===== config.mk =====
export PLATFORM = sky130hd
export DESIGN_NAME = stds_slot_ram
export DESIGN_NICKNAME = d
export VERILOG_FILES = /design/src/stds_pkg.sv /design/src/stds_slot_ram.sv
export SDC_FILE = /design/constraint.sdc
export NUM_CORES = 2
export LEC_CHECK = 0
export BUFFER_PORTS_ARGS = -buffer_cell sky130_fd_sc_hd__buf_2
export CAP_MARGIN = 25
export CORE_UTILIZATION = 55
export CTS_CLUSTER_DIAMETER = 120
export DETAILED_ROUTE_END_ITERATION = 16
export PLACE_DENSITY = 0.72
export SKIP_LAST_GASP = 1
export SLEW_MARGIN = 25
export SYNTH_ARGS = -nofsm -noshare
export SYNTH_HDL_FRONTEND = slang
export SYNTH_SLANG_ARGS = --single-unit

===== constraint.sdc =====
create_clock -name clk_i -period 28.3 [get_ports clk_i]
set_input_delay 1.415 -clock clk_i [delete_from_list [all_inputs] [get_ports clk_i]]
set_output_delay 1.415 -clock clk_i [all_outputs]
set_load 0.05 [all_outputs]

===== src/stds_pkg.sv =====
// ----------------------------------------------------------------------------
// stds_pkg: shared types and constants of the sighting table
// item layouts, outcome codes, register indexes and score thresholds
// ----------------------------------------------------------------------------
package stds_pkg;

  localparam int unsigned CfgIdxW  = 3;
  localparam int unsigned CfgDataW = 32;

  localparam logic [CfgIdxW-1:0] RegRssiFloor     = 3'd0;
  localparam logic [CfgIdxW-1:0] RegDecayInterval = 3'd1;
  localparam logic [CfgIdxW-1:0] RegScoreCooldown = 3'd2;
  localparam logic [CfgIdxW-1:0] RegDeviceTtl     = 3'd3;
  localparam logic [CfgIdxW-1:0] RegFollowerHits  = 3'd4;
  localparam logic [CfgIdxW-1:0] RegFollowerSpan  = 3'd5;
  localparam logic [CfgIdxW-1:0] RegFollowerPts   = 3'd6;
  localparam logic [CfgIdxW-1:0] RegScoreLimit    = 3'd7;

  localparam logic [2:0] OutReportable = 3'd0;
  localparam logic [2:0] OutTracked    = 3'd1;
  localparam logic [2:0] OutWeak       = 3'd2;
  localparam logic [2:0] OutMuted      = 3'd3;
  localparam logic [2:0] OutTickDone   = 3'd4;

  localparam logic [15:0] AlertAt   = 16'd6;
  localparam logic [15:0] CautionAt = 16'd3;

  typedef struct packed {
    logic               command;
    logic [47:0]        now_time;
    logic [47:0]        mac_address;
    logic signed [7:0]  rssi;
    logic               from_ble;
    logic               cls_match;
    logic [3:0]         class_code;
    logic [7:0]         class_points;
    logic               muted;
  } in_item_t;

  typedef struct packed {
    logic [2:0]         outcome;
    logic [5:0]         slot_index;
    logic [3:0]         device_class;
    logic               is_follower;
    logic [15:0]        hit_count;
    logic signed [7:0]  best_rssi;
    logic [15:0]        score;
    logic [1:0]         level;
    logic [6:0]         classified_count;
    logic [31:0]        sighting_count;
  } out_item_t;

  // one slot record as held in the table memory
  typedef struct packed {
    logic [47:0]        address;
    logic [47:0]        first_seen;
    logic [47:0]        last_seen;
    logic [15:0]        hits;
    logic signed [7:0]  rssi;
    logic               follower;
    logic [3:0]         class_code;
    logic [7:0]         points;
    logic               scored_once;
    logic [47:0]        last_scored;
  } slot_rec_t;

  typedef struct packed {
    logic signed [7:0]  rssi_floor;
    logic [31:0]        decay_interval;
    logic [31:0]        score_cooldown;
    logic [31:0]        device_ttl;
    logic [15:0]        follower_min_hits;
    logic [31:0]        follower_min_span;
    logic [7:0]         follower_points;
    logic [15:0]        score_limit;
  } cfg_t;

endpackage


===== src/stds_slot_ram.sv =====
// ----------------------------------------------------------------------------
// stds_slot_ram: slot record memory
// one write port, one read port, registered read data
// ----------------------------------------------------------------------------
module stds_slot_ram #(
  parameter int unsigned Depth = 16,
  parameter int unsigned AddrW = 4
) (
  input  logic                clk_i,
  input  logic                we_i,
  input  logic [AddrW-1:0]    waddr_i,
  input  stds_pkg::slot_rec_t wdata_i,
  input  logic [AddrW-1:0]    raddr_i,
  output stds_pkg::slot_rec_t rdata_o
);

  stds_pkg::slot_rec_t mem_q [Depth];

  always_ff @(posedge clk_i) begin
    if (we_i) begin
      mem_q[waddr_i] <= wdata_i;
    end
    rdata_o <= mem_q[raddr_i];
  end

endmodule


== Word-level counts from Yosys, hierarchy flattened ==
Memory sizes are Yosys's and may differ from the RTL's. A register that Yosys moved wholly into a read port is not among the register bits.
Index checks and enable logic that the tools add are counted.

* Muxes and demuxes: 2

{| class="wikitable"
|+ Operator list
! operator !! count
|-
| 1-bit 2-to-1 mux || 2
|}

* Register bits: 0
* Bits in writable memories: 3680
* Output and inout bits: 230
* Word-level logic and storage cells: 3
* Memories: 1

{| class="wikitable"
|+ Memories
! memory !! words !! bits a word !! read ports !! clocked after memory_dff !! wr ports !! RTL line !! text
|-
| mem_q || 16 || 230 || 1 || 1 || 1 || stds_slot_ram.sv:17 || <nowiki>stds_pkg::slot_rec_t mem_q [Depth];</nowiki>
|}

== Longest topological paths before layout ==
* Word-level depth: 2
* Gate-level depth with buffers: 8
* Depth with buffers taken out: 3

== Worst setup path before layout ==
No wires, ideal clock.

* Path type: input -> register
* Start: input port waddr_i[2]
* End: memory mem_q[0][0] in the netlist's numbering, enable pin
* Library setup time: 1.106 ns
* Arrival: 17.406 ns
* Required time: 27.194 ns
* Slack: 9.789 ns
* Cell stages on the path: 2
* Path buffers: 0
* Path through: or3b_2 -> nor3_1

{| class="wikitable"
|+ RTL lines
! item !! RTL line !! text
|-
| start: declaration || stds_slot_ram.sv:11 || <nowiki>input logic [AddrW-1:0] waddr_i,</nowiki>
|-
| end: declaration || stds_slot_ram.sv:17 ||
|}

No word-level cell before the write port.

==> run metrics <==
Final #Nets 6912; Adder-Cell Fraction of Synth Area 0; routed vias 66600; Placed Cells 9659; Layout fillers 16700; post-DP HPWL 163000 um; Sequential Area 115000 um2; Synth warnings 0; H-tree depth 5; status complete, no violations; clock skew 93.0 ps; Hold EP rdata_o[170]$_DFF_P_; Final setup viols 0; crit-path max FO 117; crit path from raddr_i[0]; Rel. slew slack 0.133; fin util 0.629; port bufs 469; post-synthesis compound-gate area fraction 0.0257; Final min period 5380 ps; # Post-CTS Setup Buffers 0; Routed WL per cell 31.2 um; multiplexer area fraction after synthesis 0.147; via/cell ratio 6.39; worst reg-to-reg path cell count 3; critical path class in -> reg; antenna violations before repair 106; max frequency 0.186 GHz; Die Y 511 um; Worst Path Arrival 6210 ps; first-pass GRT wire length 471000 um; VDD IR max 63.8 uV; Syn Nets 6239; clk_lat worst skew 1000 ps; Resized cells post-CTS 0; R2R Path End rdata_o[195]$_DFF_P_; CP endpoint kind flip-flop; max-slew violations 0; gr ovfl total 0; Hold Path Class reg -> reg; RePlAce Congestion 0.736; sequential element share of the synthesized area 0.807; Cells after Synth 5999; largest net degree at the start of global routing 131; reg-to-reg slack, setup 26830 ps; maximum clock path buffer count 4; Layout area overhead 13.5%; crit start category input pin; Total Routing Usage GR 0.250; row count 186; share of layout cells above drive strength 1 0.311; TritonCTS clock tree yes; Starting Density 0.554; Avg Cell Area, Syn 23.8 um2; Hold Vio Cnt, Final 0; DR iter-0 viols 7690; Root Driver clkbuf_16; Power Total 12.3 mW; Hold Startpoint mem_q[15][170]$_DFFE_PP_; Setup TNS 0 ps; vias in the first global route 67500; CTS buffer count 394; Max-cap violations 0; core area 257000 um2; pwr/cell area 76.2 nW/um2; largest family of logic cells by synthesized area multiplexers; Critical Path RT 29130 ps; clock-pin slew on the worst setup and hold paths 60 ps; Final Non-Filler Cells 10400; hold-fix buffers at CTS 0; synthesized area 143000 um2; period utilisation layout 0.190; RSZ-0062 raised after global routing false; Yosys cell types 26; die width 511 um; Remaining DRCs 0; Cells on Worst Hold Path 3; num ports 470; RR Startpoint mem_q[7][195]$_DFFE_PP_; multi-input logic area 26100 um2; die area 261000 um2; Pleak 52.1 nW; Initial DRT Pass Iterations 8; Tightest Pin Transition 1300 ps; post-route ant nets 0; Seq cells post-synth 3910; XOR/XNOR Fraction of Synth Area 0; Simple-Gate Fraction of Synth Area 0.00849; drt total wl 326000 um; CTS Sinks 3910
worst max-delay path, stage by stage:
cell and delay (ps):
buf_12 600, buf_4 800, buf_4 660, buf_4 780, buf_4 820, mux4_2 600
a22oi_1 210, nand2_1 80
how the worst max path moves through the flow:
stage | to | depth (start not counted)
floorplan | mem_q[0][0]$_DFFE_PP_ | 2
global placement | rdata_o[167]$_DFF_P_ | 8
detailed placement | rdata_o[172]$_DFF_P_ | 8
CTS | rdata_o[160]$_DFF_P_ | 8
global route | rdata_o[154]$_DFF_P_ | 8
finish | rdata_o[130]$_DFF_P_ | 8
routing by layer:
metal  vias to the layer above  global-route usage  part of all wire
li1                      27100                   -                 -
met3                       581              0.0505             0.098
met5                         -                   0            0.0015
met1                     35600               0.361              0.39
met2                      3295               0.390              0.48
met4                        78              0.0730             0.025
power breakdown:
group	switching [mW]	internal, mW
Clock	2.09	3.04
Combinational	0.458	0.224
Sequential	0.0545	6.47
layout by cell type, fill, tap and decap left out, drive strengths merged:
master and count:
clkinv 114, or2 1, o221ai 35, a22oi 393, and2 3, diode 54, buf 599, mux2 110
nor3 4, o21ai 27, nand2b 28, clkinvlp 13, edfxtp 3680, dfxtp 230, inv 9, a221oi 24
nand2 173, nand3 1, o22a 8, or3b 1, nor2b 41, mux4 861, bufinv 36, nand3b 2
nor2 15, mux2i 40, clkbuf 537
per-stage QoR:
stage	hold WS, ps	setup slack, ps	instance area, um2
final	609	22920	162000
after global routing	653	22390	162000
after global placement	645	21650	149000
after CTS	620	22610	162000
after floorplan	635	9790	143000
after detailed placement	655	21590	149000
flip-flops by register name, indices dropped and copies added (netlist names):
name and cells:
rdata_o 230, mem_q 3680
final cells by class:
type,count,area share
antenna,54,0.000834
clock inverter,172,0.0113
timing repair buffer,599,0.0223
tap,3384,0.0261
clock buffer,537,0.0679
sequential,3910,0.711
multi-input combinational,1767,0.161
cell usage after synthesis:
cell / number / area, um2
nand2_1: 173 / 649
buf_4: 75 / 563
o221ai_1: 35 / 307
nand2b_1: 28 / 175
a221oi_1: 24 / 210
clkbuf_1: 111 / 417
nor3_1: 4 / 20.0
o21ai_1: 17 / 85.1
a22oi_1: 393 / 2950
mux4_2: 861 / 19400
o21ai_0: 10 / 50.1
buf_1: 46 / 173
or2_2: 1 / 6.26
mux2i_1: 40 / 400
o22a_1: 8 / 70.1
buf_6: 11 / 124
mux2_2: 110 / 1240
nand3_1: 1 / 5.00
nor2b_1: 41 / 257
nor2_1: 15 / 56.3
and2_1: 3 / 18.8
nand3b_1: 2 / 15.0
edfxtp_1: 3680 / 111000
or3b_2: 1 / 8.76
buf_2: 79 / 395
dfxtp_1: 230 / 4600
cell families (layout without fill, tap and decap cells):
| group | count (synthesis) | after routing |
|---|---|---|
| AOI/OAI and AO/OA | 487 | 487 |
| other | 0 | 54 |
| muxes | 1011 | 1011 |
| DFF | 3910 | 3910 |
| and+or+nand+nor | 269 | 269 |
| buffers and inverters | 322 | 1308 |
(Power assumes the default switching activity.)
