[src/stds_decay.sv]
// ----------------------------------------------------------------------------
// stds_decay: lazy score decay unit
// restoring division of elapsed time by the interval, one quotient bit a cycle
// ----------------------------------------------------------------------------
module stds_decay (
  input  logic        clk_i,
  input  logic        rst_ni,
  input  logic        start_i,
  input  logic [47:0] elapsed_i,
  input  logic [31:0] divisor_i,
  output logic        done_o,
  output logic [47:0] quot_o
);

  logic [5:0]  cnt_q, cnt_d;
  logic        busy_q, busy_d;
  logic [47:0] num_q, num_d;
  logic [47:0] quo_q, quo_d;
  logic [32:0] rem_q, rem_d;
  logic [32:0] trial;

  assign trial  = {rem_q[31:0], num_q[47]};
  assign quot_o = quo_q;

  always_comb begin
    busy_d = busy_q;
    cnt_d  = cnt_q;
    num_d  = num_q;
    quo_d  = quo_q;
    rem_d  = rem_q;
    done_o = 1'b0;
    if (start_i) begin
      busy_d = 1'b1;
      cnt_d  = 6'd48;
      num_d  = elapsed_i;
      quo_d  = '0;
      rem_d  = '0;
    end else if (busy_q) begin
      num_d = {num_q[46:0], 1'b0};
      if (trial >= {1'b0, divisor_i}) begin
        rem_d = trial - {1'b0, divisor_i};
        quo_d = {quo_q[46:0], 1'b1};
      end else begin
        rem_d = trial;
        quo_d = {quo_q[46:0], 1'b0};
      end
      cnt_d = cnt_q - 6'd1;
      if (cnt_q == 6'd1) begin
        busy_d = 1'b0;
      end
    end else if (cnt_q == 6'd0) begin
      done_o = 1'b0;
    end
    if (busy_q && cnt_q == 6'd1) begin
      done_o = 1'b1;
    end
  end

  // done_o comes with the last step; quotient is valid the cycle after
  always_ff @(posedge clk_i or negedge rst_ni) begin
    if (!rst_ni) begin
      busy_q <= 1'b0;
      cnt_q  <= '0;
    end else begin
      busy_q <= busy_d;
      cnt_q  <= cnt_d;
    end
  end

  always_ff @(posedge clk_i) begin
    num_q <= num_d;
    quo_q <= quo_d;
    rem_q <= rem_d;
  end

endmodule

[config.mk]
export PLATFORM = sky130hd
export DESIGN_NAME = stds_decay
export DESIGN_NICKNAME = d
export VERILOG_FILES = /design/src/stds_decay.sv
export SDC_FILE = /design/constraint.sdc
export NUM_CORES = 1
export LEC_CHECK = 0
export BUFFER_PORTS_ARGS = -buffer_cell sky130_fd_sc_hd__buf_2
export CAP_MARGIN = 20
export CORE_ASPECT_RATIO = 0.75
export CORE_MARGIN = 4
export CORE_UTILIZATION = 45
export CTS_BUF_LIST = sky130_fd_sc_hd__clkbuf_8
export CTS_CLUSTER_SIZE = 14
export DETAILED_ROUTE_END_ITERATION = 8
export GPL_TIMING_DRIVEN = 0
export PLACE_DENSITY = 0.69
export SLEW_MARGIN = 25
export SYNTH_ARGS = -nofsm -noshare
export SYNTH_HDL_FRONTEND = slang
export SYNTH_SLANG_ARGS = --single-unit
[constraint.sdc]
create_clock -name clk_i -period 3 [get_ports clk_i]
set_clock_uncertainty 0.2 [all_clocks]
set_input_delay 0.15 -clock clk_i [delete_from_list [all_inputs] [get_ports clk_i]]
set_output_delay 0.15 -clock clk_i [all_outputs]
set_load 0.03 [all_outputs]
Yosys cells after proc, flatten, opt, wreduce, memory -nomap -nowiden:

Cells that the tools add are included.

* muxes and demuxes: 10
* add/subtract/negate cells: 2
* eq/ne operators: 1
* order comparisons: 1
* reduce and logical (&&, ||, !) cells: 2

Operators with widths (count)
* $mux W48: 2
* $ge A33 B32 Y1: 1
* $mux W32: 1
* $sub A32 B32 Y32: 1
* $mux W6: 2
* $eq A6 B1 Y1 const B: 1
* $sub A6 B1 Y6 const B: 1
* $mux W1: 5
* $reduce_bool A2 Y1: 1
* $logic_and A1 B1 Y1: 1

* output and inout port bits: 49
* flip-flop bits (word level): 135
* word-level logic and storage cells: 21

Longest topological paths before layout:

* depth in word-level cells: 4
* depth in mapped cells: 13
* mapped depth without buffers: 12

Least setup slack after synthesis:

No wires, ideal clock.

* path kind: flip-flop to flip-flop
* start: register rem_q[9]
* end: register rem_q[29]
* setup slack: 201 ps
* data arrival time: 2512 ps
* setup time: 88 ps
* buffers on the path: 2
* cell stages (with the launch flop): 13
* cell sequence: dfxtp_1 ha_1 buf_6 a21o_1 a221oi_2 o21ai_1 nand2_2 o211ai_4 o31a_1 o211a_1 buf_6 o211a_1 nor4_2

* longest elaborated chain between the ends: 2
* elaborated cells between the ends (all ways): 3
* those cells by class: 1 x add/sub; 1 x order compare; 1 x mux

RTL lines
* from (decl): line 19 `logic [32:0] rem_q, rem_d;`
* from (signal assigned): line 73 `rem_q <= rem_d;`
* $sub A32 B32 Y32 / $ge A33 B32 Y1 (equally long branches): line 41, 40
* $mux W32 *: line 40 `if (trial >= {1'b0, divisor_i}) begin`

Mark *: on every way between the ends. The rest lies on a longest branch, timed or not.
A chain may end at the register's enable or synchronous reset.

Worst setup path after layout:

* start: register num_q[47]
* end: register rem_q[11]

* longest elaborated chain between the ends: 2
* elaborated cells between the ends (all ways): 3
* those cells by class: 1 x add/sub; 1 x order compare; 1 x mux

RTL lines
* from (decl): line 17 `logic [47:0] num_q, num_d;`
* from (signal assigned): line 71 `num_q <= num_d;`
* $sub A32 B32 Y32 / $ge A33 B32 Y1 (equally long branches): line 41, 40
* $mux W32 *: line 40

Marked as above.

==> results.md <==
• run status: finished with violations
• violated checks: setup timing
• post-layout net count: 1100
• number of nets with antenna violations after detailed routing: 0
• synthesized area per cell: 9.71 sq um
• number of antenna violations at the first check in global routing: 0
• total negative slack: -3.23 ns
• via count: 6538
• max-cap violations: 0
• combined global-route utilization of all metal layers: 21.1%
• power consumption: 4290 uW
• reg-to-reg critical path endpoint: rem_q[11]$_SDFFE_PP0P_
• DRC violations left: 0
• number of unique standard cell types used by synthesis: 63
• WP data required: 3.15 ns
• number of enable flip-flop cells after synthesis: 48
• actual slew at the worst max-slew pin: 0.770 ns
• DRT Pass-1 Iters: 5
• die height: 119 microns
• share of flip-flops with an asynchronous set or reset: 5.19%
• synthesis-stage register bit count: 135
• r2r worst-path depth: 14
• worst relative slew slack: 48.7%
• Most Used Layer, Global Route: met2
• Area growth syn-to-layout: 32.5%
• PD cells: 434 nW/um^2
• number of DRC markers after the initial detailed-route iteration: 568
• pin count of the biggest net entering global routing: 31
• VDD IR-drop max: 0.320 mV
• total clock sinks: 135
• detailed-route vias per instance: 5.43
• die span in x: 157 microns
• total of endpoints with negative setup slack in the final report: 32
• Hold Crit Start: divisor_i[0]
• GRT met1 Usage: 30.7%
• Final GP Congestion: 0.883
• fin crit share: 106%
• count of mapped cells out of synthesis: 767
• crit path kind: reg -> reg
• critical path capture point type: register
• sequential cell area: 3230 sq um
• Multi-input gate area: 4220 sq um
• unrepaired setup endpoints after global routing: true
• number of primary I/O pins: 132
• total standard cell area after synthesis: 7450 sq um
• global routing met2 resource utilization: 31.3%
• Final Routed Wirelength: 20.4 mm
• Root Buffer Master: clkbuf_8
• maximum clock frequency: 316 MHz
• final routed wire length divided by cell count: 16.9 microns
• H-tree level count: 4
• number of antenna cells inserted: 0
• Bufs on Longest Clock Path: 2
• launching point of the worst reg2reg path: num_q[47]$_DFFE_PP_
• TritonCTS clock tree: done
• yosys warns: 0
• clock-pin slew reported for the worst setup and hold paths after clock tree synthesis: 0.09 ns
• Net Count, Synth: 885
• Filler cells: 1379
• number of global-route vias before repair: 6286
• proportion of synthesized chip area in sequential cells: 43.2%
• leakage component of the power: 0.00461 uW
• final core utilization: 61.3%
• first-pass GRT wire length: 31.8 mm
• number of buffer cells added on primary ports: 130
• min setup slack post-route: -0.169 ns
• GR Overflow Total: 0
• type of origin of the critical path: register
• share of cells above drive strength 1: 32.5%
• Crit Path Max Fanout: 6
• Worst Hold Class: in -> reg
• placeable core area: 16100 sq um
• Cells on Worst Hold Path: 5
• hold-critical path endpoint: rem_q[0]$_SDFFE_PP0P_
• number of max-slew violations in the final report: 0
• endpoints failing hold: 0
• Initial Utilization: 46.2%
• reg-to-reg setup timing slack: -0.17 ns
• flip-flop cell with the highest count after synthesis: dfxtp_1
• Cell Rows: 40
• source-to-sink clock delay at the later pin of the worst-skew pair: 0.44 ns
• Die Outline Area: 18700 sq um
• TritonCTS Buffers: 17
• shortest clock period the worst path allows after layout: 3.17 ns
• met3 global-route usage: 4.83%
• half-perimeter wire length of the detailed placement result: 13.6 mm
• Critical Path Start: num_q[47]$_DFFE_PP_
• Arr. time, crit path: 3.32 ns
• worst-case setup slack after placement: -0.369 ns
==> timing repair <==
item                                    CTS  global route
setup buffers                            13             9
endpoints found under the setup margin   32            33
hold buffers                             50             0
gates resized for setup                  32            68
gates cloned                              1             2
hold endpoints to repair                 55             0
pin swaps                                23            28
==> cells in the mapped netlist, types with 7 or more instances <==
library cell / instances / area, sq um
nor2_1: 106 / 398
dfxtp_1: 80 / 1600
mux2i_1: 51 / 510
edfxtp_1: 48 / 1440
mux2_2: 47 / 529
inv_1: 44 / 165
clkbuf_1: 42 / 158
ha_1: 34 / 425
nand3_1: 34 / 170
a21oi_1: 29 / 145
nand2_1: 27 / 101
o21ai_1: 26 / 130
a311oi_1: 24 / 210
xnor2_1: 23 / 201
a21o_1: 22 / 165
nor3_1: 9 / 45.0
a31oi_1: 7 / 43.8
dfrtp_1: 7 / 175
o21ai_0: 7 / 35.0
==> placed cells by master (no fill, tap or decap), drive strengths merged, types with 7 or more instances in the layout <==
cell	count
dfxtp	80
dlygate4sd3	50
o21ai	33
a21o	22
dfrtp	7
xnor2	23
nand3	34
a21oi	29
ha	34
clkbuf	52
a31oi	7
buf	163
mux2i	51
nor3	9
nand2	28
edfxtp	48
a311oi	24
nor2	106
inv	57
mux2	48
==> per-stage QoR <==
stage / hold slack [ns] / cell area [sq um] / std cells
after floorplan: -0.346 / 7450 / 767
after global placement: -0.209 / 8360 / 1107
after detailed placement: -0.205 / 8380 / 1108
after CTS: 0.00120 / 9550 / 1203
after global routing: 0.0373 / 9870 / 1205
final: 0.0102 / 9870 / 1205
==> how the worst max path moves through the flow <==
| stage | to | cells past startpoint |
|---|---|---|
| 6_report | rem_q[11]$_SDFFE_PP0P_ | 14 |
| 5_1_grt | rem_q[10]$_SDFFE_PP0P_ | 14 |
| 4_1_cts | rem_q[30]$_SDFFE_PP0P_ | 12 |
| 3_5_place_dp | rem_q[30]$_SDFFE_PP0P_ | 12 |
| 3_3_place_gp | rem_q[26]$_SDFFE_PP0P_ | 12 |
| 2_1_floorplan | rem_q[29]$_SDFFE_PP0P_ | 12 |
==> report_power, final <==
part | switching [uW] | internal (uW) | total, uW
Sequential | 53.3 | 2000 | 2060
Clock | 792 | 762 | 1550
Combinational | 329 | 346 | 675
Total | 1170 | 3110 | 4290
==> flip-flops by register name (all words and copies together), names as in the netlist <==
name    count
num_q      48
rem_q      32
quot_o     48
cnt_q       6
busy_q      1
==> area by class of cell <==
class                           count  share of cell area, %
Tap cell                          210                   2.66
Inverter                           46                   1.75
Clock inverter                     15                   1.67
Timing Repair Buffer              206                   13.9
Buffer                             42                   2.21
Sequential cell                   135                   32.7
Multi-Input combinational cell    534                   42.7
Clock buffer                       17                   2.37
==> layer usage <==
layer | wire length, microns | vias up
met5 | 0 | -
met4 | 286 | 0
met3 | 1620 | 27
met2 | 8940 | 260
met1 | 9520 | 3046
li1 | - | 3205
==> cell families (layout without fill, tap and decap cells) <==
kind of cell / count (synthesis) / count (layout) / share of synthesized area (%)
AO/OA/AOI/OAI: 156 / 156 / 14.8
multiplexers: 99 / 99 / 14.1
flip-flops: 135 / 135 / 43.2
XOR/XNOR: 29 / 29 / 3.41
buffers and inverters: 98 / 326 / 5.29
AND/OR/NAND/NOR: 215 / 215 / 13.2
adder cells (fa/ha/maj): 35 / 35 / 5.98
==> worst max-delay path, cell delays in order, from the launching register on <==
cell	delay, ns
edfxtp_1	0.41
inv_2	0.11
ha_4	0.14
buf_4	0.12
nor2b_4	0.04
o2111ai_4	0.23
a31oi_4	0.13
o22ai_4	0.25
o211ai_4	0.11
o31a_1	0.35
o211ai_4	0.36
buf_6	0.16
buf_6	0.11
nand3_2	0.08
a311oi_2	0.28
No activity file was read; power rests on OpenSTA's default activity.
